## src/rtl/core/mmcs_pkg.sv

```systemverilog
// Shared types and constants of the min/max contrast stretch block.
package mmcs_pkg;

  localparam int unsigned NUM_CHANNELS = 3;
  localparam int unsigned CH_IDX_W     = (NUM_CHANNELS > 1) ? $clog2(NUM_CHANNELS) : 1;
  localparam int unsigned SAMPLE_W     = 8;
  localparam int unsigned QUEUE_DEPTH  = 4;
  localparam int unsigned QPTR_W       = $clog2(QUEUE_DEPTH);

  localparam logic [2:0]          CH_LIMIT = 3'(NUM_CHANNELS);
  localparam logic [SAMPLE_W-1:0] PIX_MAX  = 8'd255;
  localparam logic [SAMPLE_W-1:0] PIX_MIN  = 8'd0;

  typedef enum logic [1:0] {
    KIND_CLEAR   = 2'd0,
    KIND_MEASURE = 2'd1,
    KIND_ENHANCE = 2'd2
  } kind_e;

  // One classified word on its way from the front end to the back end.
  typedef struct packed {
    kind_e                kind;
    logic [CH_IDX_W-1:0]  ch;
    logic [SAMPLE_W-1:0]  sample;
  } op_t;

  typedef struct packed {
    logic valid;
    op_t  op;
  } push_t;

endpackage

```

## src/rtl/core/min_max_contrast_stretch.sv

```systemverilog
// Top level of the per-channel min/max contrast stretch block.
//
// Each input word carries a kind in tuser (clear, measure, enhance) and a channel
// and 8-bit sample in tdata. Clear resets that channel's min to 255 and max to 0,
// measure folds the sample into the channel's running min and max, and enhance
// returns gain*(sample-min) saturated to 0..255 with gain = floor(255/(max-min))
// taken from a constant lookup. When max is not above min the sample passes
// through unchanged and tuser of the result is set. Words of the unused kind or
// with a channel beyond the configured count are dropped without a result. The
// block takes one word per cycle while its queue has room: the queue pops at most
// one word per cycle and the back end's lookup and 8x8 multiply are each one
// registered stage. An enhance word is written into the queue when accepted,
// then its channel statistics are read and its gain looked up into a register,
// then the multiply and saturate go into the output register. The four-entry
// queue lets the input keep flowing while the output is stalled; tready drops
// only when the queue is full.
module min_max_contrast_stretch (
  input  logic        clk_i,
  input  logic        rst_ni,
  input  logic        s_axis_tvalid,
  output logic        s_axis_tready,
  input  logic [15:0] s_axis_tdata,   // [1:0] channel, [9:2] sample, [15:10] zero
  input  logic [1:0]  s_axis_tuser,   // [1:0] kind
  output logic        m_axis_tvalid,
  input  logic        m_axis_tready,
  output logic [7:0]  m_axis_tdata,   // [7:0] stretched
  output logic        m_axis_tuser    // [0] flat_range
);
  import mmcs_pkg::*;

  push_t push;
  logic  q_full;
  logic  head_valid;
  op_t   head;
  logic  pop;

  // Classify and drop words of unused kinds or channels.
  mmcs_front u_front (
    .s_axis_tvalid (s_axis_tvalid),
    .s_axis_tready (s_axis_tready),
    .s_axis_tdata  (s_axis_tdata),
    .s_axis_tuser  (s_axis_tuser),
    .q_full_i      (q_full),
    .push_o        (push)
  );

  // Decouple input acceptance from output stalls.
  mmcs_queue u_queue (
    .clk_i        (clk_i),
    .rst_ni       (rst_ni),
    .push_i       (push),
    .full_o       (q_full),
    .head_valid_o (head_valid),
    .head_o       (head),
    .pop_i        (pop)
  );

  // Hold statistics and compute stretched values in order.
  mmcs_back u_back (
    .clk_i         (clk_i),
    .rst_ni        (rst_ni),
    .head_valid_i  (head_valid),
    .head_i        (head),
    .pop_o         (pop),
    .m_axis_tvalid (m_axis_tvalid),
    .m_axis_tready (m_axis_tready),
    .m_axis_tdata  (m_axis_tdata),
    .m_axis_tuser  (m_axis_tuser)
  );

endmodule

```

## src/rtl/core/mmcs_front.sv

```systemverilog
// Front end: accept input words, drop unused kinds and channels, hand the rest on.
module mmcs_front (
  input  logic                     s_axis_tvalid,
  output logic                     s_axis_tready,
  input  logic [15:0]              s_axis_tdata,
  input  logic [1:0]               s_axis_tuser,
  input  logic                     q_full_i,
  output mmcs_pkg::push_t          push_o
);
  import mmcs_pkg::*;

  logic [1:0]          channel;
  logic [SAMPLE_W-1:0] sample;
  logic                kind_ok;
  logic                ch_ok;

  assign channel = s_axis_tdata[1:0];
  assign sample  = s_axis_tdata[9:2];

  always_comb begin
    case (s_axis_tuser)
      KIND_CLEAR, KIND_MEASURE, KIND_ENHANCE: kind_ok = 1'b1;
      default:                                kind_ok = 1'b0;
    endcase
  end

  assign ch_ok         = ({1'b0, channel} < CH_LIMIT);
  assign s_axis_tready = !q_full_i;

  always_comb begin
    push_o.valid     = s_axis_tvalid && !q_full_i && kind_ok && ch_ok;
    push_o.op.kind   = kind_e'(s_axis_tuser);
    push_o.op.ch     = channel[CH_IDX_W-1:0];
    push_o.op.sample = sample;
  end

endmodule

```

## src/rtl/core/mmcs_queue.sv

```systemverilog
// Short queue of classified words between the front and the back end.
module mmcs_queue (
  input  logic             clk_i,
  input  logic             rst_ni,
  input  mmcs_pkg::push_t  push_i,
  output logic             full_o,
  output logic             head_valid_o,
  output mmcs_pkg::op_t    head_o,
  input  logic             pop_i
);
  import mmcs_pkg::*;

  op_t               mem_q [QUEUE_DEPTH];
  logic [QPTR_W-1:0] wptr_q, wptr_d;
  logic [QPTR_W-1:0] rptr_q, rptr_d;
  logic [QPTR_W:0]   count_q, count_d;
  logic              do_push;
  logic              do_pop;

  assign full_o       = (count_q == (QPTR_W+1)'(QUEUE_DEPTH));
  assign head_valid_o = (count_q != '0);
  assign head_o       = mem_q[rptr_q];
  assign do_push      = push_i.valid && !full_o;
  assign do_pop       = pop_i && head_valid_o;

  always_comb begin
    wptr_d  = do_push ? wptr_q + 1'b1 : wptr_q;
    rptr_d  = do_pop ? rptr_q + 1'b1 : rptr_q;
    count_d = count_q;
    if (do_push && !do_pop) begin
      count_d = count_q + 1'b1;
    end else if (do_pop && !do_push) begin
      count_d = count_q - 1'b1;
    end
  end

  always_ff @(posedge clk_i or negedge rst_ni) begin
    if (!rst_ni) begin
      wptr_q  <= '0;
      rptr_q  <= '0;
      count_q <= '0;
    end else begin
      wptr_q  <= wptr_d;
      rptr_q  <= rptr_d;
      count_q <= count_d;
    end
  end

  always_ff @(posedge clk_i) begin
    if (do_push) begin
      mem_q[wptr_q] <= push_i.op;
    end
  end

endmodule

```

## src/rtl/core/mmcs_back.sv

```systemverilog
// Back end: channel statistics, gain lookup, multiply and saturate, output register.
module mmcs_back (
  input  logic                clk_i,
  input  logic                rst_ni,
  input  logic                head_valid_i,
  input  mmcs_pkg::op_t       head_i,
  output logic                pop_o,
  output logic                m_axis_tvalid,
  input  logic                m_axis_tready,
  output logic [7:0]          m_axis_tdata,
  output logic                m_axis_tuser
);
  import mmcs_pkg::*;

  // floor(255/d) for d in 1..255; zero d is a flat range whose product goes unused.
  function automatic logic [SAMPLE_W-1:0] gain_of(input logic [SAMPLE_W-1:0] d);
    logic [SAMPLE_W-1:0] g;
    if      (d >= 8'd128) g = 8'd1;
    else if (d >= 8'd86)  g = 8'd2;
    else if (d >= 8'd64)  g = 8'd3;
    else if (d >= 8'd52)  g = 8'd4;
    else if (d >= 8'd43)  g = 8'd5;
    else if (d >= 8'd37)  g = 8'd6;
    else if (d >= 8'd32)  g = 8'd7;
    else if (d >= 8'd29)  g = 8'd8;
    else if (d >= 8'd26)  g = 8'd9;
    else if (d >= 8'd24)  g = 8'd10;
    else if (d >= 8'd22)  g = 8'd11;
    else if (d >= 8'd20)  g = 8'd12;
    else if (d >= 8'd19)  g = 8'd13;
    else if (d >= 8'd18)  g = 8'd14;
    else if (d >= 8'd16)  g = 8'd15;
    else if (d >= 8'd15)  g = 8'd17;
    else if (d >= 8'd14)  g = 8'd18;
    else if (d >= 8'd13)  g = 8'd19;
    else if (d >= 8'd12)  g = 8'd21;
    else if (d >= 8'd11)  g = 8'd23;
    else if (d >= 8'd10)  g = 8'd25;
    else if (d >= 8'd9)   g = 8'd28;
    else if (d >= 8'd8)   g = 8'd31;
    else if (d >= 8'd7)   g = 8'd36;
    else if (d >= 8'd6)   g = 8'd42;
    else if (d >= 8'd5)   g = 8'd51;
    else if (d >= 8'd4)   g = 8'd63;
    else if (d >= 8'd3)   g = 8'd85;
    else if (d >= 8'd2)   g = 8'd127;
    else                  g = 8'd255;
    return g;
  endfunction

  logic [SAMPLE_W-1:0] min_q [NUM_CHANNELS];
  logic [SAMPLE_W-1:0] max_q [NUM_CHANNELS];

  logic                s1_valid_q, s1_valid_d;
  logic                s1_flat_q;
  logic [SAMPLE_W-1:0] s1_sample_q;
  logic [SAMPLE_W-1:0] s1_gain_q;
  logic [SAMPLE_W-1:0] s1_pdiff_q;

  logic                out_valid_q;
  logic [SAMPLE_W-1:0] out_data_q, out_data_d;
  logic                out_flat_q;

  logic                adv_out;
  logic                s1_free;
  logic                pop;
  logic [SAMPLE_W-1:0] lo, hi;
  logic                flat;
  logic [SAMPLE_W-1:0] pdiff;
  logic [2*SAMPLE_W-1:0] prod;

  assign adv_out = !out_valid_q || m_axis_tready;
  assign s1_free = !s1_valid_q || adv_out;
  assign pop     = head_valid_i && s1_free;
  assign pop_o   = pop;

  // Statistics of the head word's channel; earlier updates are already in.
  assign lo    = min_q[head_i.ch];
  assign hi    = max_q[head_i.ch];
  assign flat  = (hi <= lo);
  assign pdiff = (head_i.sample > lo) ? head_i.sample - lo : PIX_MIN;

  always_comb begin
    s1_valid_d = s1_valid_q;
    if (s1_free) begin
      s1_valid_d = pop && (head_i.kind == KIND_ENHANCE);
    end
  end

  // Fold measure and clear words into the statistics as they leave the queue.
  always_ff @(posedge clk_i or negedge rst_ni) begin
    if (!rst_ni) begin
      for (int unsigned c = 0; c < NUM_CHANNELS; c++) begin
        min_q[CH_IDX_W'(c)] <= PIX_MAX;
        max_q[CH_IDX_W'(c)] <= PIX_MIN;
      end
    end else if (pop) begin
      case (head_i.kind)
        KIND_CLEAR: begin
          min_q[head_i.ch] <= PIX_MAX;
          max_q[head_i.ch] <= PIX_MIN;
        end
        KIND_MEASURE: begin
          if (head_i.sample < lo) min_q[head_i.ch] <= head_i.sample;
          if (head_i.sample > hi) max_q[head_i.ch] <= head_i.sample;
        end
        default: ;
      endcase
    end
  end

  always_ff @(posedge clk_i or negedge rst_ni) begin
    if (!rst_ni) begin
      s1_valid_q  <= 1'b0;
      out_valid_q <= 1'b0;
    end else begin
      s1_valid_q <= s1_valid_d;
      if (adv_out) begin
        out_valid_q <= s1_valid_q;
      end
    end
  end

  always_ff @(posedge clk_i) begin
    if (s1_free) begin
      s1_flat_q   <= flat;
      s1_sample_q <= head_i.sample;
      s1_gain_q   <= gain_of(hi - lo);
      s1_pdiff_q  <= pdiff;
    end
    if (adv_out) begin
      out_data_q <= out_data_d;
      out_flat_q <= s1_flat_q;
    end
  end

  assign prod = s1_gain_q * s1_pdiff_q;

  always_comb begin
    if (s1_flat_q) begin
      out_data_d = s1_sample_q;
    end else if (prod > {8'd0, PIX_MAX}) begin
      out_data_d = PIX_MAX;
    end else begin
      out_data_d = prod[SAMPLE_W-1:0];
    end
  end

  assign m_axis_tvalid = out_valid_q;
  assign m_axis_tdata  = out_data_q;
  assign m_axis_tuser  = out_flat_q;

endmodule

```

## config.mk

```make
export PLATFORM = sky130hd
export DESIGN_NAME = min_max_contrast_stretch
export DESIGN_NICKNAME = d
export VERILOG_FILES = /design/src/rtl/core/mmcs_pkg.sv /design/src/rtl/core/min_max_contrast_stretch.sv /design/src/rtl/core/mmcs_front.sv /design/src/rtl/core/mmcs_queue.sv /design/src/rtl/core/mmcs_back.sv
export SDC_FILE = /design/constraint.sdc
export NUM_CORES = 1
export LEC_CHECK = 0
export BUFFER_PORTS_ARGS = -buffer_cell sky130_fd_sc_hd__buf_2
export CAP_MARGIN = 20
export CORE_MARGIN = 10
export CORE_UTILIZATION = 30
export DETAILED_ROUTE_END_ITERATION = 10
export PLACE_DENSITY = 0.49
export SYNTH_ARGS = -nofsm -noshare
export SYNTH_HDL_FRONTEND = slang
export SYNTH_SLANG_ARGS = --single-unit
```

## constraint.sdc

```tcl
create_clock -name clk_i -period 5.7 [get_ports clk_i]
set_input_delay 1.425 -clock clk_i [delete_from_list [all_inputs] [get_ports clk_i]]
set_output_delay 1.425 -clock clk_i [all_outputs]
set_load 0.02 [all_outputs]
```

==> results of run 1 <==
==> sequential cells by signal (all words and copies together), names as in the netlist, 2 cells and up <==
| register | flops |
|---|---|
| u_back.m_axis_tdata | 8 |
| u_back.max_q | 24 |
| u_back.min_q | 24 |
| u_back.s1_gain_q | 8 |
| u_back.s1_pdiff_q | 8 |
| u_back.s1_sample_q | 8 |
| u_queue.count_q | 3 |
| u_queue.mem_q | 48 |
| u_queue.rptr_q | 2 |
| u_queue.wptr_q | 2 |
==> kinds of logic after synthesis <==
kind of cell    synth area share, %
simple gates                   11.5
compound gates                 11.5
flops                          43.3
buf+inv                        4.54
fa+ha+maj                      17.4
mux                            7.99
xor+xnor                       3.72
==> metal layers <==
metal	track usage [%]	vias to the layer above	routed length (um)
met1	14.4	2989	9520
met4	2.95	0	218
met5	0	-	0
met3	1.83	16	527
met2	18.0	73	9700
li1	-	2860	-
==> critical path, stage by stage, from the launching register on <==
cell,delay (ns)
dfrtp_1,0.38
buf_4,0.30
mux4_2,0.73
nor2b_1,0.21
buf_4,0.20
nand2_1,0.06
o21ai_0,0.24
ha_1,0.40
nor2b_1,0.15
o31a_1,0.25
o311ai_0,0.54
nand2_1,0.37
a2111oi_0,0.46
a31oi_1,0.15
a21oi_1,0.25
a211oi_2,0.05
==> final timing paths <==
kind / from / endpoint / cells after the start
worst min-delay path: u_back.s1_valid_q$_DFFE_PN0N_ / u_back.m_axis_tvalid$_DFFE_PN0P_ / 1
min in group asynchronous: rst_ni / u_queue.count_q[0]$_DFFE_PN0P_ / 2
worst max-delay path: u_queue.rptr_q[0]$_DFFE_PN0P_ / u_back.s1_gain_q[0]$_SDFFCE_PP1N_ / 15
worst min register to register: u_back.s1_valid_q$_DFFE_PN0N_ / u_back.m_axis_tvalid$_DFFE_PN0P_ / 1
worst max register to register: u_queue.rptr_q[0]$_DFFE_PN0P_ / u_back.s1_gain_q[0]$_SDFFCE_PP1N_ / 15
max in group asynchronous: rst_ni / u_back.max_q[0]$_DFFE_PN0P_ / 2
==> placed cells by master, fill, tap and decap left out, types with 5 or more instances in the layout <==
cell,Yosys,routed
edfxtp_1,82,82
inv_1,81,81
nand2_1,74,74
ha_1,65,65
and2_1,40,40
fa_1,38,38
a21oi_1,37,37
dfrtp_1,33,33
mux2_2,26,26
buf_2,1,26
a22o_1,24,24
dfstp_2,24,24
o21ai_0,20,20
xnor2_1,18,18
nor2_1,17,17
clkbuf_16,0,17
mux2i_1,16,16
nor2b_1,14,14
mux4_2,12,12
nand2b_1,12,12
or2_2,11,11
xor2_1,11,11
buf_4,0,11
nand3_1,10,10
a21o_1,9,9
a31oi_1,7,7
nor3_1,7,7
o21bai_1,6,6
o21a_1,6,6
clkinv_8,0,5
inv_8,0,5
==> metrics by stage <==
stage	instance area [sq um]	std cells
4_1_cts	10300	1221
3_5_place_dp	9640	1189
3_3_place_gp	9640	1189
5_1_grt	10300	1221
2_1_floorplan	9050	786
6_report	10300	1221
==> final cells by class <==
cell class	count	share of cell area [%]
Inverter	81	2.96
Timing Repair Buffer	37	2.07
Clock buffer	17	4.15
Tap cell	390	4.76
Multi-Input combinational cell	542	46.0
Sequential cell	139	38.2
Clock inverter	15	1.84
==> flow_summary.json, run 1 <==
{
  "arrival_ns": 5.19,
  "grt_max_degree": 58,
  "ys_seq_area_share_pct": 43.3,
  "path_clk_slew_ns": 0.07,
  "hold-worst-slack_ns": 0.479,
  "initial_core_util_pct": 30.4,
  "grt_pass1_wl_mm": 33.5,
  "hp-class": "reg2reg",
  "synthCells": 786,
  "r2r_setup_slack_ns": 0.67,
  "fp-row-count": 63,
  "io_buffers": 26,
  "antenna_found_initial": 0,
  "coreArea_sq_mm": 0.0297,
  "yosysMostFrequentCell": "edfxtp_1",
  "pin_count": 33,
  "ff_latch_area_sq_mm": 0.00392,
  "yosys_warnings": 0,
  "crit_path_start_kind": "flip-flop",
  "fillers": 2965,
  "maxSlewHeadroom_pct": 29.2,
  "critPathKind": "reg2reg",
  "drc_errors": 0,
  "finClkSkew_ns": 0.0244,
  "crit_required_ns": 5.86,
  "hpwlAfterDp_mm": 14.8,
  "drv_slew": 0,
  "area_growth_pct": 13.4,
  "tns_ns": 0,
  "synth_seq_cells": 139,
  "vias": 5938,
  "cts_buffers": 17,
  "h-tree-depth": 4,
  "synth_ff_type": "edfxtp_1",
  "tightest_slew_ns": 1.05,
  "die-area_sq_mm": 0.0375,
  "diodes": 0,
  "postCtsSetupBuffers": 0,
  "synth_nets": 911,
  "antenna_left": 0,
  "root_buffer": "clkbuf_16",
  "period_needed_ns": 5.03,
  "synthArstFlopShare_pct": 41.0,
  "dr.pass1.iters": 6,
  "setup_viol": 0,
  "drt_iter0_drc": 295,
  "finalNetCount": 943,
  "drive_gt1_share_pct": 18.3,
  "finalHoldViolations": 0,
  "post_cts_resized": 0,
  "synth_top_area_share_pct": 27.2,
  "period_share_pct": 88.3,
  "clockBufferDepth": 2,
  "ctsHoldBuffers": 0,
  "gp_congestion": 0.792,
  "cts_tree": "done",
  "status": "finished clean",
  "clock_sinks": 139,
  "first_global_vias": 6134,
  "synth.area.top_cells": "edfxtp_1 (27%), dfrtp_1 (9.1%), ha_1 (9.0%)",
  "gr-total-overflow": 0,
  "synth_cell_type_count": 64,
  "multi_input_area_sq_mm": 0.00472,
  "cp_max_fo": 15,
  "track_usage_pct": 10.9,
  "routedWlPerCell_um": 16.3,
  "chipHeight_um": 194,
  "synth_area_sq_mm": 0.00905,
  "rsz0062_at_grt": "false",
  "drt-total-wl_mm": 20.0,
  "setup_ws_ns": 0.670,
  "ys_top_cells_by_count": "edfxtp_1 (82), inv_1 (81), nand2_1 (74), ha_1 (65), and2_1 (40)",
  "synth_edf_count": 82,
  "final_core_util_pct": 34.5,
  "clk_latency_ns": 0.43,
  "cap_violations": 0,
  "fmaxAchievable_ghz": 0.199,
  "die_w_um": 194,
  "setup.worst_path.end_class": "flip-flop",
  "synth_top_area_cell": "edfxtp_1",
  "viasPerCell": 4.86,
  "post-place-ws_ns": 0.702,
  "avgSynthCellArea_sq_um": 11.5
}
Power of run 1 is left out: the tool's default activity adds up to more than one toggle a clock period on the data nets, which glitch-free logic cannot reach.
==> run 2, diff against run 1 <==
--- a/config.mk
+++ b/config.mk
@@ -13,4 +13,5 @@
 export PLACE_DENSITY = 0.49
 export SYNTH_ARGS = -nofsm -noshare
 export SYNTH_HDL_FRONTEND = slang
+export SYNTH_HIERARCHICAL = 1
 export SYNTH_SLANG_ARGS = --single-unit
==> run 2 against run 1 <==
Against the previous run:
- non-clock buffer count grew 3
- synthesized cell count grew 4.6%
- routed wire length shrank 1.9%
- flip-flop and latch count is the same
- cell count grew 2.8%
- synthesized area grew 2.7%
- via count grew 0.22%
- sequential share of layout area shrank 0.42 points
- first-iteration DRC count shrank 9.2%
- final area grew 1.1%
- core utilization shrank 0.61 points
- count of clock-buffer cells in the layout is the same
- critical path type unchanged
- highest routed layer unchanged
==> flow_summary.json, run 2 <==
{
  "synth_edf_count": 82,
  "pin_count": 33,
  "routedWlPerCell_um": 15.6,
  "drt-total-wl_mm": 19.6,
  "root_buffer": "clkbuf_16",
  "avgSynthCellArea_sq_um": 11.3,
  "finalHoldViolations": 0,
  "clock_sinks": 139,
  "dr.pass1.iters": 4,
  "largest_register": "u_queue/mem_q",
  "final_common_cell": "edfxtp_1",
  "ys_top_cells_by_count": "edfxtp_1 (82), nand2_1 (76), inv_1 (70), ha_1 (66), nor2_1 (58)",
  "chipHeight_um": 196,
  "synth_area_sq_mm": 0.00930,
  "antenna_left": 0,
  "clockBufferDepth": 2,
  "yosysMostFrequentCell": "edfxtp_1",
  "drt_iter0_drc": 268,
  "postCtsSetupBuffers": 0,
  "path_clk_slew_ns": 0.07,
  "drc_errors": 0,
  "setup_viol": 0,
  "tns_ns": 0,
  "track_usage_pct": 10.4,
  "drive_gt1_share_pct": 19.7,
  "antenna_found_initial": 0,
  "synth_seq_cells": 139,
  "cap_violations": 0,
  "yosys_warnings": 6,
  "cp_max_fo": 8,
  "viasPerCell": 4.74,
  "ys_seq_area_share_pct": 42.2,
  "synthArstFlopShare_pct": 41.0,
  "gr-total-overflow": 0,
  "maxSlewHeadroom_pct": 50.0,
  "rsz0062_at_grt": "false",
  "synth_cell_type_count": 80,
  "diodes": 0,
  "post_cts_resized": 0,
  "finClkSkew_ns": 0.0162,
  "io_buffers": 26,
  "clk_latency_ns": 0.42,
  "worstPathCellList": "nand2_1 -> fa_1 -> inv_1 -> fa_1 -> fa_1 -> fa_1 -> ha_1 -> o21a_1 -> o211ai_1 -> nor4b_2 -> o211ai_1 -> nor4_2 -> nand4_2 -> o22a_1",
  "fp-row-count": 64,
  "status": "finished clean",
  "hpwlAfterDp_mm": 14.6,
  "max_stage_delay_ns": 0.55,
  "initial_core_util_pct": 30.4,
  "ctsHoldBuffers": 0,
  "area_growth_pct": 11.6,
  "coreArea_sq_mm": 0.0306,
  "reg_top3": "u_queue/mem_q (48), u_back/max_q (24), u_back/min_q (24)",
  "largest_reg_flops": 48,
  "final_cell_mix": "edfxtp_1 (82), nand2_1 (76), inv_1 (70), ha_1 (66), nor2_1 (58)",
  "path_delay_family": "adder cells",
  "first_global_vias": 6153,
  "synth.area.top_cells": "edfxtp_1 (26%), dfrtp_1 (8.9%), ha_1 (8.9%)",
  "period_needed_ns": 4.97,
  "critPathKind": "reg2reg",
  "die_w_um": 196,
  "arrival_ns": 5.15,
  "grt_pass1_wl_mm": 32.8,
  "synth_top_area_cell": "edfxtp_1",
  "crit_path_start_kind": "flip-flop",
  "finalNetCount": 973,
  "hp-class": "reg2reg",
  "fmaxAchievable_ghz": 0.201,
  "setup.worst_path.end_class": "flip-flop",
  "synth_nets": 949,
  "tightest_slew_ns": 0.750,
  "drv_slew": 0,
  "cts_buffers": 17,
  "period_share_pct": 87.3,
  "crit_slowest_cell": "fa_1",
  "die-area_sq_mm": 0.0384,
  "path_buf_inv": 1,
  "cts_tree": "done",
  "cp_common_cell": "fa_1",
  "synth_top_area_share_pct": 26.5,
  "synth_ff_type": "edfxtp_1",
  "vias": 5951,
  "grt_max_degree": 58,
  "synthCells": 822,
  "gp_congestion": 0.770,
  "crit_required_ns": 5.88,
  "h-tree-depth": 4
}
## run 2: through the flow
stage | util [%] | setup WS [ns] | cell area, sq um | cells | hold WS [ns]
2_1_floorplan | - | 1.13 | 9300 | 822 | 0.435
3_3_place_gp | 32.0 | 0.677 | 9780 | 1221 | 0.452
3_5_place_dp | 32.0 | 0.678 | 9790 | 1222 | 0.454
4_1_cts | 33.9 | 0.681 | 10400 | 1254 | 0.460
5_1_grt | 33.9 | 0.396 | 10400 | 1255 | 0.465
6_report | 33.9 | 0.726 | 10400 | 1255 | 0.456
## run 2: logic make-up after synthesis
family | Yosys count | share of synthesized area, %
mux | 57 | 8.16
xor+xnor | 23 | 2.33
fa+ha+maj | 105 | 17.3
buf+inv | 106 | 5.36
simple gates | 245 | 13.9
flops | 139 | 42.2
compound gates | 147 | 10.8
## run 2: worst paths after layout
check	startpoint	to	slack, ns	cells past startpoint
worst min-delay path	u_back/s1_flat_q$_DFFE_PN_	u_back/m_axis_tuser$_DFFE_PP_	0.46	0
worst max-delay path	u_back/s1_gain_q[5]$_SDFFCE_PP0N_	u_back/m_axis_tdata[0]$_DFFE_PP_	0.73	14
worst min register to register	u_back/s1_flat_q$_DFFE_PN_	u_back/m_axis_tuser$_DFFE_PP_	0.46	0
max in group asynchronous	rst_ni	u_back/m_axis_tvalid$_DFFE_PN0P_	4.04	2
worst max register to register	u_back/s1_gain_q[5]$_SDFFCE_PP0N_	u_back/m_axis_tdata[0]$_DFFE_PP_	0.73	14
min in group asynchronous	rst_ni	u_back/max_q[11]$_DFFE_PN0P_	1.16	2
## run 2: routing by layer
layer	global-route usage (%)	vias up	routed length, um	part of all wire [%]
met2	17.1	52	9390	48
met5	0	-	0	0
met4	2.69	0	232	1.2
met3	2.10	11	396	2.0
li1	-	2949	-	-
met1	13.7	2939	9570	49
## run 2: worst reg2reg max path: stages, from the launching register on
cell and delay, ns:
edfxtp_1 0.53, nand2_1 0.13, fa_1 0.55, inv_1 0.05, fa_1 0.47, fa_1 0.53, fa_1 0.50, ha_1 0.37
o21a_1 0.21, o211ai_1 0.13, nor4b_2 0.26, o211ai_1 0.13, nor4_2 0.28, nand4_2 0.33, o22a_1 0.28
## run 2: cell type report
type / instances / area [sq um]
clock buffer: 17 / 425
inverter: 71 / 267
timing repair buffer: 40 / 235
multi-input combinational: 577 / 4880
clock inverter: 15 / 150
fill: 3108 / 20200
tap: 396 / 495
sequential: 139 / 3920
Power of run 2 is left out for the same reason.
